## src/hw/rtl/assert_macros.svh

```systemverilog
// Assertion macros shared by the stereo master gain meter RTL.
`ifndef ASSERT_MACROS_SVH
`define ASSERT_MACROS_SVH

// Both macros use the clk and rst_n of the module in which they are expanded.
`define SMGM_ASSERT_IMP(name, ante, cons) \
  name: assert property (@(posedge clk) disable iff (!rst_n) (ante) |-> (cons)) \
    else $error("smgm assertion failed in the same cycle");

`define SMGM_ASSERT_NXT(name, ante, cons) \
  name: assert property (@(posedge clk) disable iff (!rst_n) (ante) |=> (cons)) \
    else $error("smgm assertion failed in the following cycle");

`endif

```

## src/hw/rtl/smgm_pkg.sv

```systemverilog
// Package with the shared constants and types of the stereo master gain meter.
`timescale 1ns / 1ps
`default_nettype none

package smgm_pkg;

  localparam int SAMPLE_BITS_DEF = 24;
  localparam int MAX_BLOCK_DEF   = 4096;

  localparam int GAIN_W = 16;
  localparam int FRAC_W = 14;
  localparam int ACC_W  = 64;
  localparam int ROOT_W = 32;

  localparam int ADDR_W = 3;
  localparam int DATA_W = 32;

  localparam logic [GAIN_W-1:0] GAIN_RESET = 16'd16384;

  typedef enum logic {
    REG_GAIN = 1'b0,
    REG_MONO = 1'b1
  } reg_idx_t;

  typedef struct packed {
    logic [GAIN_W-1:0] gain;
    logic              mono;
  } smgm_cfg_t;

  typedef struct packed {
    logic load;
    logic sat;
    logic sqr;
    logic acc;
    logic root_start;
    logic root_right;
    logic take_rms;
    logic emit;
  } smgm_cmd_t;

  typedef struct packed {
    logic close;
    logic root_done;
    logic out_free;
  } smgm_sts_t;

endpackage

`default_nettype wire

```

## src/hw/rtl/smgm_regs.sv

```systemverilog
// APB-style configuration registers holding the master gain and the mono mode.
`timescale 1ns / 1ps
`default_nettype none

module smgm_regs (
  input  logic                          clk,
  input  logic                          rst_n,
  input  logic                          psel,
  input  logic                          penable,
  input  logic                          pwrite,
  input  logic [smgm_pkg::ADDR_W-1:0]   paddr,
  input  logic [smgm_pkg::DATA_W-1:0]   pwdata,
  output logic [smgm_pkg::DATA_W-1:0]   prdata,
  output logic                          pready,
  output smgm_pkg::smgm_cfg_t           cfg
);
  import smgm_pkg::*;

  logic [GAIN_W-1:0] gain_r;
  logic              mono_r;
  logic              wr_en;
  reg_idx_t          idx;

  assign pready = 1'b1;
  assign wr_en  = psel && penable && pwrite;
  assign idx    = reg_idx_t'(paddr[2]);

  always_ff @(posedge clk) begin
    if (!rst_n) begin
      gain_r <= GAIN_RESET;
      mono_r <= 1'b0;
    end else if (wr_en) begin
      case (idx)
        REG_GAIN: gain_r <= pwdata[GAIN_W-1:0];
        REG_MONO: mono_r <= pwdata[0];
        default: ;
      endcase
    end
  end

  always_comb begin
    case (idx)
      REG_GAIN: prdata = DATA_W'(gain_r);
      REG_MONO: prdata = DATA_W'(mono_r);
      default:  prdata = '0;
    endcase
  end

  assign cfg.gain = gain_r;
  assign cfg.mono = mono_r;

endmodule

`default_nettype wire

```

## config.mk

```make
export PLATFORM = sky130hd
export DESIGN_NAME = smgm_regs
export DESIGN_NICKNAME = d
export VERILOG_FILES = /design/src/hw/rtl/assert_macros.svh /design/src/hw/rtl/smgm_pkg.sv /design/src/hw/rtl/smgm_regs.sv
export SDC_FILE = /design/constraint.sdc
export NUM_CORES = 1
export LEC_CHECK = 0
export BUFFER_PORTS_ARGS = -buffer_cell sky130_fd_sc_hd__buf_2
export CORE_UTILIZATION = 39
export DETAILED_ROUTE_END_ITERATION = 8
export GPL_TIMING_DRIVEN = 0
export PLACE_DENSITY = 0.84
export SETUP_SLACK_MARGIN = 0.15
export SYNTH_ARGS = -nofsm -noshare
export SYNTH_HDL_FRONTEND = slang
export SYNTH_SLANG_ARGS = --single-unit
```

## constraint.sdc

```tcl
create_clock -name clk -period 2.55 [get_ports clk]
set_input_delay 0.3825 -clock clk [delete_from_list [all_inputs] [get_ports clk]]
set_output_delay 0.3825 -clock clk [all_outputs]
set_load 0.02 [all_outputs]
```

**Word-level counts from Yosys, hierarchy flattened**

Cells that the tools add are included.

- Word-level logic and storage cells: 8
- Flip-flop bits (word level): 17
- Output and inout bits: 50

- Reduce and logical (&&, ||, !) cells: 4
- Muxes and demuxes: 1
- Bitwise logic cells: 1

Operators by type and width:

| kind | number |
|---|---|
| $pmux W32 S2 | 1 |
| $reduce_and A2 Y1 | 2 |
| $logic_and A1 B1 Y1 | 2 |
| $not A1 Y1 | 1 |

**Logic depth before layout (Yosys ltp)**

- Word-level depth: 3
- Gate-level depth with buffers: 4

**Worst setup path before layout**

No wires, ideal clock.

- Kind: input -> output
- From: input paddr[2] (netlist bit)
- To: output prdata[10] (netlist bit)
- Buffers on the path: 1
- Arrival time: 0.895 ns
- Data required time: 2.168 ns
- Setup slack: 1.272 ns
- Stages: 2
- Cell sequence: clkbuf_1 -> nor2b_1

- Longest elaborated chain between the ends: 2

Ends and longest elaborated chain:

| item | line | text |
|---|---|---|
| start, declared | smgm_regs.sv:11 | `input logic [smgm_pkg::ADDR_W-1:0] paddr,` |
| $not A1 Y1 (no line) | - |  |
| $pmux W32 S2 * | smgm_regs.sv:42 | `case (idx)` |
| end, declared | smgm_regs.sv:13 | `output logic [smgm_pkg::DATA_W-1:0] prdata,` |

Every way passes the cells marked *; elsewhere a longest branch is shown, timed or not. The select of a mux whose other input is x is not followed.

**Worst setup path in the final report**

- From: input paddr[2] (netlist bit)
- To: output prdata[14] (netlist bit)

The elaborated chain is that of the path after synthesis.

==> results.sh <==
export IMPL_outcome="completed"
export IMPL_dpl_worst_slack_ns=0.885
export IMPL_whs_ns=0.334
export IMPL_gp_congestion=0.767
export IMPL_vias=914
export IMPL_initial_core_util_pct=42.3
export IMPL_rows=17
export IMPL_cts_root_buf="clkbuf_4"
export IMPL_rsz0062_at_grt="false"
export IMPL_syn_area_per_cell_um2=8.67
export IMPL_worst_setup_path_type="input port to output port"
export IMPL_cts_hold_fix_buffers=0
export IMPL_yosys_area_share_xor_xnor_pct=0
export IMPL_route_detailed_drc=0
export IMPL_cp_max_fo=10
export IMPL_timing_rr_start="gain_r[15]$_SDFFE_PN0P_"
export IMPL_layout_commonest_cell="buf_2"
export IMPL_finalSetupViolations=0
export IMPL_power_per_cell_area_mw_per_mm2=399
export IMPL_synth_mux_area_share_pct=18.9
export IMPL_grt_pass1_vias=845
export IMPL_core_mm2=0.00228
export IMPL_synth_fa_ha_area_share_pct=0
export IMPL_hpwl_um=1880
export IMPL_drv_slew=0
export IMPL_fin_crit_ns=1.61
export IMPL_synthSimpleGateAreaFrac_pct=26.1
export IMPL_hold_depth=3
export IMPL_yosys_warnings=0
export IMPL_worst_setup_path_start_kind="input port"
export IMPL_cts_buffers=3
export IMPL_viasPerCell=4.31
export IMPL_cp_end_kind="output port"
export IMPL_min_path_type="input port to register"
export IMPL_num_antenna_cells=0
export IMPL_wl_per_cell_um=11.2
export IMPL_hold_viol=0
export IMPL_drive_gt1_share_pct=45.1
export IMPL_dieArea_mm2=0.00267
export IMPL_cts_sinks=17
export IMPL_critPathArrivalTime_ns=1.23
export IMPL_finClkSkew_ns=0
export IMPL_cts_setup_buffers=0
export IMPL_peakVddDrop_uv=266
export IMPL_cts_max_level=1
export IMPL_hp_start="pwdata[12]"
export IMPL_drv_cap=0
export IMPL_synth_area_um2=962
export IMPL_synth_top_family_by_area="simple AND/OR/NAND/NOR gates"
export IMPL_grt_max_degree=11
export IMPL_die_x_um=51.7
export IMPL_io_buffer_count=54
export IMPL_post_cts_resized=0
export IMPL_reg2reg_depth=2
export IMPL_detail_route_iter0_violations=8
export IMPL_path_clk_slew_ns=0.10
export IMPL_period_share_pct=63.1
export IMPL_hold_end="gain_r[12]$_SDFFE_PN0P_"
export IMPL_clk_latency_ns=0.28
export IMPL_ant_nets=0
export IMPL_syn_inst=111
export IMPL_grt_pass1_wl_um=3640
export IMPL_nets=225
export IMPL_layout_common_cells="buf_2 (54), nand2_1 (31), buf_4 (18)"
export IMPL_setup_ws_ns=0.940
export IMPL_instances_no_fill=212
export IMPL_synth_compound_area_share_pct=0
export IMPL_cts_tree="done"
export IMPL_tns_ns=0
export IMPL_ys_seq_area_share_pct=35.4
export IMPL_cp_required_ns=2.17
export IMPL_p_leak_nw=0.744
export IMPL_globalRouteOverflowTotal=0
export IMPL_grt_util_all_layers_pct=18.7
export IMPL_area_growth_pct=40.3
export IMPL_synth_distinct_cells=13
export IMPL_r2r_end="gain_r[15]$_SDFFE_PN0P_"
export IMPL_grt_antenna_before_repair=0
export IMPL_final_util_pct=59.3
export IMPL_clk_path_buf_depth=2
export IMPL_ys_ff_latch=17
export IMPL_drt_wl_total_um=2380
export IMPL_die_y_um=51.7
export IMPL_reg2reg_slack_ns=1.90
export IMPL_place_inst=208
export IMPL_max_freq_mhz=621
export IMPL_ioPinCount=90
export IMPL_drt_pass1_iterations=5
cell usage after synthesis:
library cell   n  area share (%)
buf_12         1             2.1
buf_6          1             1.2
mux2i_1       17              18
mux2_2         1             1.2
nor2b_1       12             7.8
conb_1         2            0.78
nand4_1        1            0.65
clkbuf_1       4             1.6
buf_4         18              14
nand2_1       31              12
dfxtp_1       17              35
and2b_2        5             4.6
and4b_1        1             1.0
worst max-delay path by stage:
stage | startpoint | endpoint | slack (ns) | depth (start not counted)
global placement | paddr[2] | prdata[10] | 0.97 | 4
finish | paddr[2] | prdata[14] | 0.94 | 4
CTS | paddr[2] | prdata[6] | 0.88 | 4
floorplan | paddr[2] | prdata[10] | 1.27 | 2
detailed placement | paddr[2] | prdata[6] | 0.88 | 4
global route | paddr[2] | prdata[6] | 0.81 | 4
worst max-delay path, cell delays in order:
cell and delay, ns:
buf_2 0.17, clkbuf_1 0.40, nor2b_1 0.09, buf_2 0.18
state kept, by name, indices dropped and copies added, names as in the netlist:
name	cells
mono_r	1
gain_r	16
power breakdown:
group	internal [mW]	total (mW)	switching [mW]
Clock	0.0607	0.142	0.0812
Combinational	0.0511	0.121	0.0698
Sequential	0.271	0.275	0.00400
per-layer routing:
layer,share of wire (%),global-route usage [%],up-vias
met5,0,0,-
met4,1.8,11.3,0
met3,4.2,1.75,4
met2,56,34.8,30
met1,38,20.0,419
li1,-,-,461
final cells by class:
class	count	area, µm²
fillers	216	926
well taps	28	35.0
plain buffers	24	181
multi-input cells	85	497
flip-flops and latches	17	340
clock buffers	4	26.3
repair buffers	54	270
through the flow:
stage	area [µm²]	total power [mW]
5_1_grt	1350	0.566
3_3_place_gp	1320	0.398
3_5_place_dp	1320	0.402
4_1_cts	1350	0.545
2_1_floorplan	1020	0.366
6_report	1350	0.538
kinds of logic after synthesis:
family        Yosys count
mux                    18
flops                  17
buf+inv                24
simple gates           50
other cells             2
Note: power is estimated with default switching activity, not from simulation.
