File: config.mk
export PLATFORM = sky130hd
export DESIGN_NAME = smgm_ctrl
export DESIGN_NICKNAME = d
export VERILOG_FILES = /design/src/hw/rtl/assert_macros.svh /design/src/hw/rtl/smgm_pkg.sv /design/src/hw/rtl/smgm_ctrl.sv
export SDC_FILE = /design/constraint.sdc
export NUM_CORES = 1
export LEC_CHECK = 0
export ABC_AREA = 1
export ABC_CLOCK_PERIOD_IN_PS = 1000
export BUFFER_PORTS_ARGS = -buffer_cell sky130_fd_sc_hd__buf_2
export CORE_AREA = 4 4 41 43
export DETAILED_ROUTE_END_ITERATION = 7
export DIE_AREA = 0 0 45 47
export PLACE_DENSITY = 0.56
export SYNTH_ARGS = -nofsm -noshare
export SYNTH_HDL_FRONTEND = slang
export SYNTH_SLANG_ARGS = --single-unit
File: constraint.sdc
create_clock -name clk -period 1 [get_ports clk]
set_input_delay 0.2 -clock clk [delete_from_list [all_inputs] [get_ports clk]]
set_output_delay 0.2 -clock clk [all_outputs]
set_load 0.02 [all_outputs]
File: src/hw/rtl/assert_macros.svh
// Assertion macros shared by the stereo master gain meter RTL.
`ifndef ASSERT_MACROS_SVH
`define ASSERT_MACROS_SVH

// Both macros use the clk and rst_n of the module in which they are expanded.
`define SMGM_ASSERT_IMP(name, ante, cons) \
  name: assert property (@(posedge clk) disable iff (!rst_n) (ante) |-> (cons)) \
    else $error("smgm assertion failed in the same cycle");

`define SMGM_ASSERT_NXT(name, ante, cons) \
  name: assert property (@(posedge clk) disable iff (!rst_n) (ante) |=> (cons)) \
    else $error("smgm assertion failed in the following cycle");

`endif

File: src/hw/rtl/smgm_pkg.sv
// Package with the shared constants and types of the stereo master gain meter.
`timescale 1ns / 1ps
`default_nettype none

package smgm_pkg;

  localparam int SAMPLE_BITS_DEF = 24;
  localparam int MAX_BLOCK_DEF   = 4096;

  localparam int GAIN_W = 16;
  localparam int FRAC_W = 14;
  localparam int ACC_W  = 64;
  localparam int ROOT_W = 32;

  localparam int ADDR_W = 3;
  localparam int DATA_W = 32;

  localparam logic [GAIN_W-1:0] GAIN_RESET = 16'd16384;

  typedef enum logic {
    REG_GAIN = 1'b0,
    REG_MONO = 1'b1
  } reg_idx_t;

  typedef struct packed {
    logic [GAIN_W-1:0] gain;
    logic              mono;
  } smgm_cfg_t;

  typedef struct packed {
    logic load;
    logic sat;
    logic sqr;
    logic acc;
    logic root_start;
    logic root_right;
    logic take_rms;
    logic emit;
  } smgm_cmd_t;

  typedef struct packed {
    logic close;
    logic root_done;
    logic out_free;
  } smgm_sts_t;

endpackage

`default_nettype wire

File: src/hw/rtl/smgm_ctrl.sv
// Controller state machine that sequences the datapath for each sample pair.
`timescale 1ns / 1ps
`default_nettype none

module smgm_ctrl (
  input  logic                clk,
  input  logic                rst_n,
  input  logic                in_valid,
  output logic                in_ready,
  input  smgm_pkg::smgm_sts_t sts,
  output smgm_pkg::smgm_cmd_t cmd
);
  import smgm_pkg::*;

  typedef enum logic [3:0] {
    S_IDLE,
    S_SAT,
    S_SQR,
    S_ACC,
    S_ROOT_L,
    S_WAIT_L,
    S_ROOT_R,
    S_WAIT_R,
    S_EMIT
  } state_t;

  state_t state_r, state_nxt;
  logic   in_ready_r, in_ready_nxt;

  always_comb begin
    state_nxt = state_r;
    cmd       = '0;
    case (state_r)
      S_IDLE: begin
        if (in_valid && in_ready_r) begin
          cmd.load  = 1'b1;
          state_nxt = S_SAT;
        end
      end
      S_SAT: begin
        cmd.sat   = 1'b1;
        state_nxt = S_SQR;
      end
      S_SQR: begin
        cmd.sqr   = 1'b1;
        state_nxt = S_ACC;
      end
      S_ACC: begin
        cmd.acc = 1'b1;
        if (sts.close) begin
          state_nxt = S_ROOT_L;
        end else if (sts.out_free) begin
          cmd.emit  = 1'b1;
          state_nxt = S_IDLE;
        end else begin
          state_nxt = S_EMIT;
        end
      end
      S_ROOT_L: begin
        cmd.root_start = 1'b1;
        state_nxt      = S_WAIT_L;
      end
      S_WAIT_L: begin
        if (sts.root_done) begin
          cmd.take_rms = 1'b1;
          state_nxt    = S_ROOT_R;
        end
      end
      S_ROOT_R: begin
        cmd.root_start = 1'b1;
        cmd.root_right = 1'b1;
        state_nxt      = S_WAIT_R;
      end
      S_WAIT_R: begin
        cmd.root_right = 1'b1;
        if (sts.root_done) begin
          cmd.take_rms = 1'b1;
          state_nxt    = S_EMIT;
        end
      end
      S_EMIT: begin
        if (sts.out_free) begin
          cmd.emit  = 1'b1;
          state_nxt = S_IDLE;
        end
      end
      default: state_nxt = S_IDLE;
    endcase
    in_ready_nxt = (state_nxt == S_IDLE);
  end

  always_ff @(posedge clk) begin
    if (!rst_n) begin
      state_r    <= S_IDLE;
      in_ready_r <= 1'b0;
    end else begin
      state_r    <= state_nxt;
      in_ready_r <= in_ready_nxt;
    end
  end

  assign in_ready = in_ready_r;

endmodule

`default_nettype wire

# Yosys cells after proc, flatten, opt, wreduce, memory -nomap -nowiden
# Index checks and enable logic that the tools add are counted.
# totals
mem_count,0
ramBits,0
out_inout_bits,9
romBits,0
elab_cells,35
latch_bits,0
reg_bits,5
# classes
n_div,0
mux,19
add_sub_neg,0
reduce_logical,6
order_cmp,0
n_bitwise,0
n_mul,0
eq_ne,8
shifts,0
# ops
operator,count
$pmux 4 s9,1
$mux 4,6
$eq 4x3->1 const B,4
$mux 1,11
$eq 4x2->1 const B,2
$logic_not 4->1,2
$reduce_or 2->1,3
$eq 4x1->1 const B,1
$eq 4x4->1 const B,1
$pmux 1 s2,1
$logic_and 1x1->1,1

# Longest topological paths before layout
# logic_depth
ltp_word,4
ltp_mapped,8
ltp_nobuf,7

# Worst setup path after synthesis
# Ideal clock, no wire load.
# synth_path
path_type,flip-flop to output port
startpoint,register state_r[0]
endpoint,output cmd[6] in the netlist's numbering
path_buffers,1
stages_incl_launch_ff,4
setup_slack_ps,-387
arrival_ps,1187
required_ps,800
cell_sequence,dfxtp_1 -> buf_6 -> clkinv_1 -> nor4_1
# synth_lines
item,line_no,rtl
start: declaration,smgm_ctrl.sv:27,"state_t state_r, state_nxt;"
start signal: assignment,smgm_ctrl.sv:97,state_r <= state_nxt;
end: declaration,smgm_ctrl.sv:11,output smgm_pkg::smgm_cmd_t cmd

==> qor.csv <==
metric,value,unit
status,"complete, but fails checks",
violations,setup timing,
antenna_found_initial,0,
drc,0,
ctsRootBufferMaster,clkbuf_4,
drv_cap,0,
whs,0.178,ns
crit_required,0.80,ns
areaGrowthSynthToFinish,124,%
intPower,595,uW
num-fill-cells,114,
clk_path_buf_depth,2,
routed_wirelength,1250,um
n_antenna_cell,0,
die_w,45,um
tns,-3.16,ns
wire_per_inst,10.3,um
p_sw,392,uW
layout_common_cells,"buf_4 (15), buf_6 (12), nor2_4 (8), nand2_1 (8)",
postSynthAreaPerCell,5.69,um^2
worstPathArrival,1.16,ns
hold_viol,0,
nNetsFinal,114,
wl_met3,67,um
numPlacedInstances,109,
final_common_cell,buf_4,
viasPerCell,4.42,
critPathKind,reg -> out,
rr_worst_depth,9,
cts_sinks,5,
grt_start_max_net_pins,7,
syn-num-nets,77,
rsz0062_at_grt,yes,
grt_pass1_vias,525,
dpl.hpwl,894,um
ant_nets,0,
p_clk_frac,0.236,
io_buffers,14,
relSlewSlack,0.882,
drive_above_1_share,0.757,
yosys.area.top_type_share,0.248,
grt-ovfl-total,0,
synth_top_area_cell,dfxtp_1,
ioPinCount,15,
reg2reg_to,in_ready,
syn-instance-count,71,
netlist_area,404,um^2
drt_pass1_iterations,2,
dr_total_vias,539,
gp_congestion,0.743,
drt-met1-wl,538,um
skew,0.00483,ns
finalSetupViolations,13,
fin_ws,-0.364,ns
die_height,47,um
drv_slew,0,
synthTopCellsByArea,"dfxtp_1 (25%), nand2_1 (16%), nor2_2 (12%)",
track_usage,0.143,
max_freq,733,MHz
cts-buffers-inserted,3,
tightest_slew,0.176,ns
clk_pin_slew_worst_paths,0.05,ns
h-tree-depth,1,
core_area,1300,um^2
dr_wl_met2,624,um
endpoint_kind,primary output,
cp-startpoint,state_r[0],
sw_frac_of_total,0.397,
yosys_warnings,0,
cp-start-kind,register,
die_area,2120,um^2
clock_latency,0.24,ns
std_cell_rows,13,
ir_drop,0.000680,V
whs_path_depth,3,
stdcell_count,122,
register_area,115,um^2
hold_class,in -> reg,
multiInputGateArea,400,um^2
cts_tree,built,
min_period_over_period,1.36,
p_seq_frac,0.269,
yosysSeqAreaShare,0.248,
r2r_slack,-0.22,ns
ys_seq_elements,5,
top_layer_used,met4,
rr_startpoint,state_r[1],
yosysUniqueCellTypes,15,
crit_end,cmd[0],
p_leak,0.461,nW
combPwrFrac,0.495,
crit_fanout,6,
layout_min_cycle_time,1.36,ns
grt_pass1_wl,2150,um
power_density,1090,nW/um^2
drt-initial-drc-count,3,
start_util,0.311,
[how the worst min path moves through the flow]
stage	end	from	slack (ns)
3_3_place_gp	state_r[3]	rst_n	0.41
3_5_place_dp	state_r[3]	rst_n	0.43
5_1_grt	state_r[3]	rst_n	0.18
4_1_cts	state_r[3]	rst_n	0.18
2_1_floorplan	state_r[3]	rst_n	0.31
6_report	state_r[3]	rst_n	0.18
[metal layers]
layer | track usage | vias to the layer above
met4 | 0.0877 | 0
met2 | 0.246 | 12
met3 | 0.0307 | 4
met1 | 0.162 | 237
met5 | 0 | -
li1 | - | 286
[cell type report]
cell class,count,area share
Clock buffer,4,0.0291
Inverter,14,0.0720
Multi-Input combinational cell,51,0.443
Sequential cell,5,0.127
Tap cell,15,0.0208
Timing Repair Buffer,33,0.307
[critical path, cell delays in order, from the launching register on]
cell and delay, ns:
dfxtp_4 0.40, nand2_4 0.07, inv_4 0.06, nand2_4 0.05, inv_4 0.06, nand2_4 0.04
a21oi_4 0.11, buf_6 0.13
[cell usage after synthesis]
library cell	instances
nand2_1	17
nor2_1	11
inv_1	8
nor2_2	8
nand3_1	6
dfxtp_1	5
inv_2	5
a21oi_1	3
nand2_2	2
a21o_1	1
a21oi_2	1
buf_6	1
clkinv_1	1
nor4_1	1
o21ai_1	1
[cell families (layout without fill, tap and decap cells)]
| kind of cell | after synthesis | in the layout | synth area share |
|---|---|---|---|
| simple gates | 45 | 45 | 0.505 |
| compound gates | 6 | 6 | 0.0898 |
| buf+inv | 15 | 51 | 0.158 |
| flops | 5 | 5 | 0.248 |
[per-stage QoR]
| step | total power [mW] | util | setup slack [ns] | instance area (um^2) |
|---|---|---|---|---|
| 6_report | 0.986 | 0.694 | -0.364 | 903 |
| 3_3_place_gp | 0.614 | 0.492 | -0.173 | 641 |
| 5_1_grt | 1.07 | 0.694 | -0.431 | 903 |
| 4_1_cts | 0.955 | 0.638 | -0.367 | 831 |
| 2_1_floorplan | 0.517 | - | -0.160 | 488 |
| 3_5_place_dp | 0.613 | 0.492 | -0.196 | 641 |
[sequential cells by signal (all words and copies together), names as in the netlist]
name	cells
in_ready	1
state_r	4
[power groups by stage]
stage                     registers, mW  logic (mW)  clock network [mW]
after floorplan                   0.272       0.245                   0
after CTS                         0.265       0.446               0.244
after detailed placement          0.263       0.350                   0
final                             0.265       0.489               0.233
after global placement            0.263       0.352                   0
after global routing              0.270       0.535               0.267
[what timing repair did]
| action | CTS | global route |
|---|---|---|
| hold buffers | 0 | 0 |
| gates cloned | 0 | 0 |
| endpoints found under the setup margin | 13 | 13 |
| pin swaps | 15 | 9 |
| resized for setup | 36 | 15 |
| setup buffers | 6 | 5 |
Power figures use the tool's default switching activity.
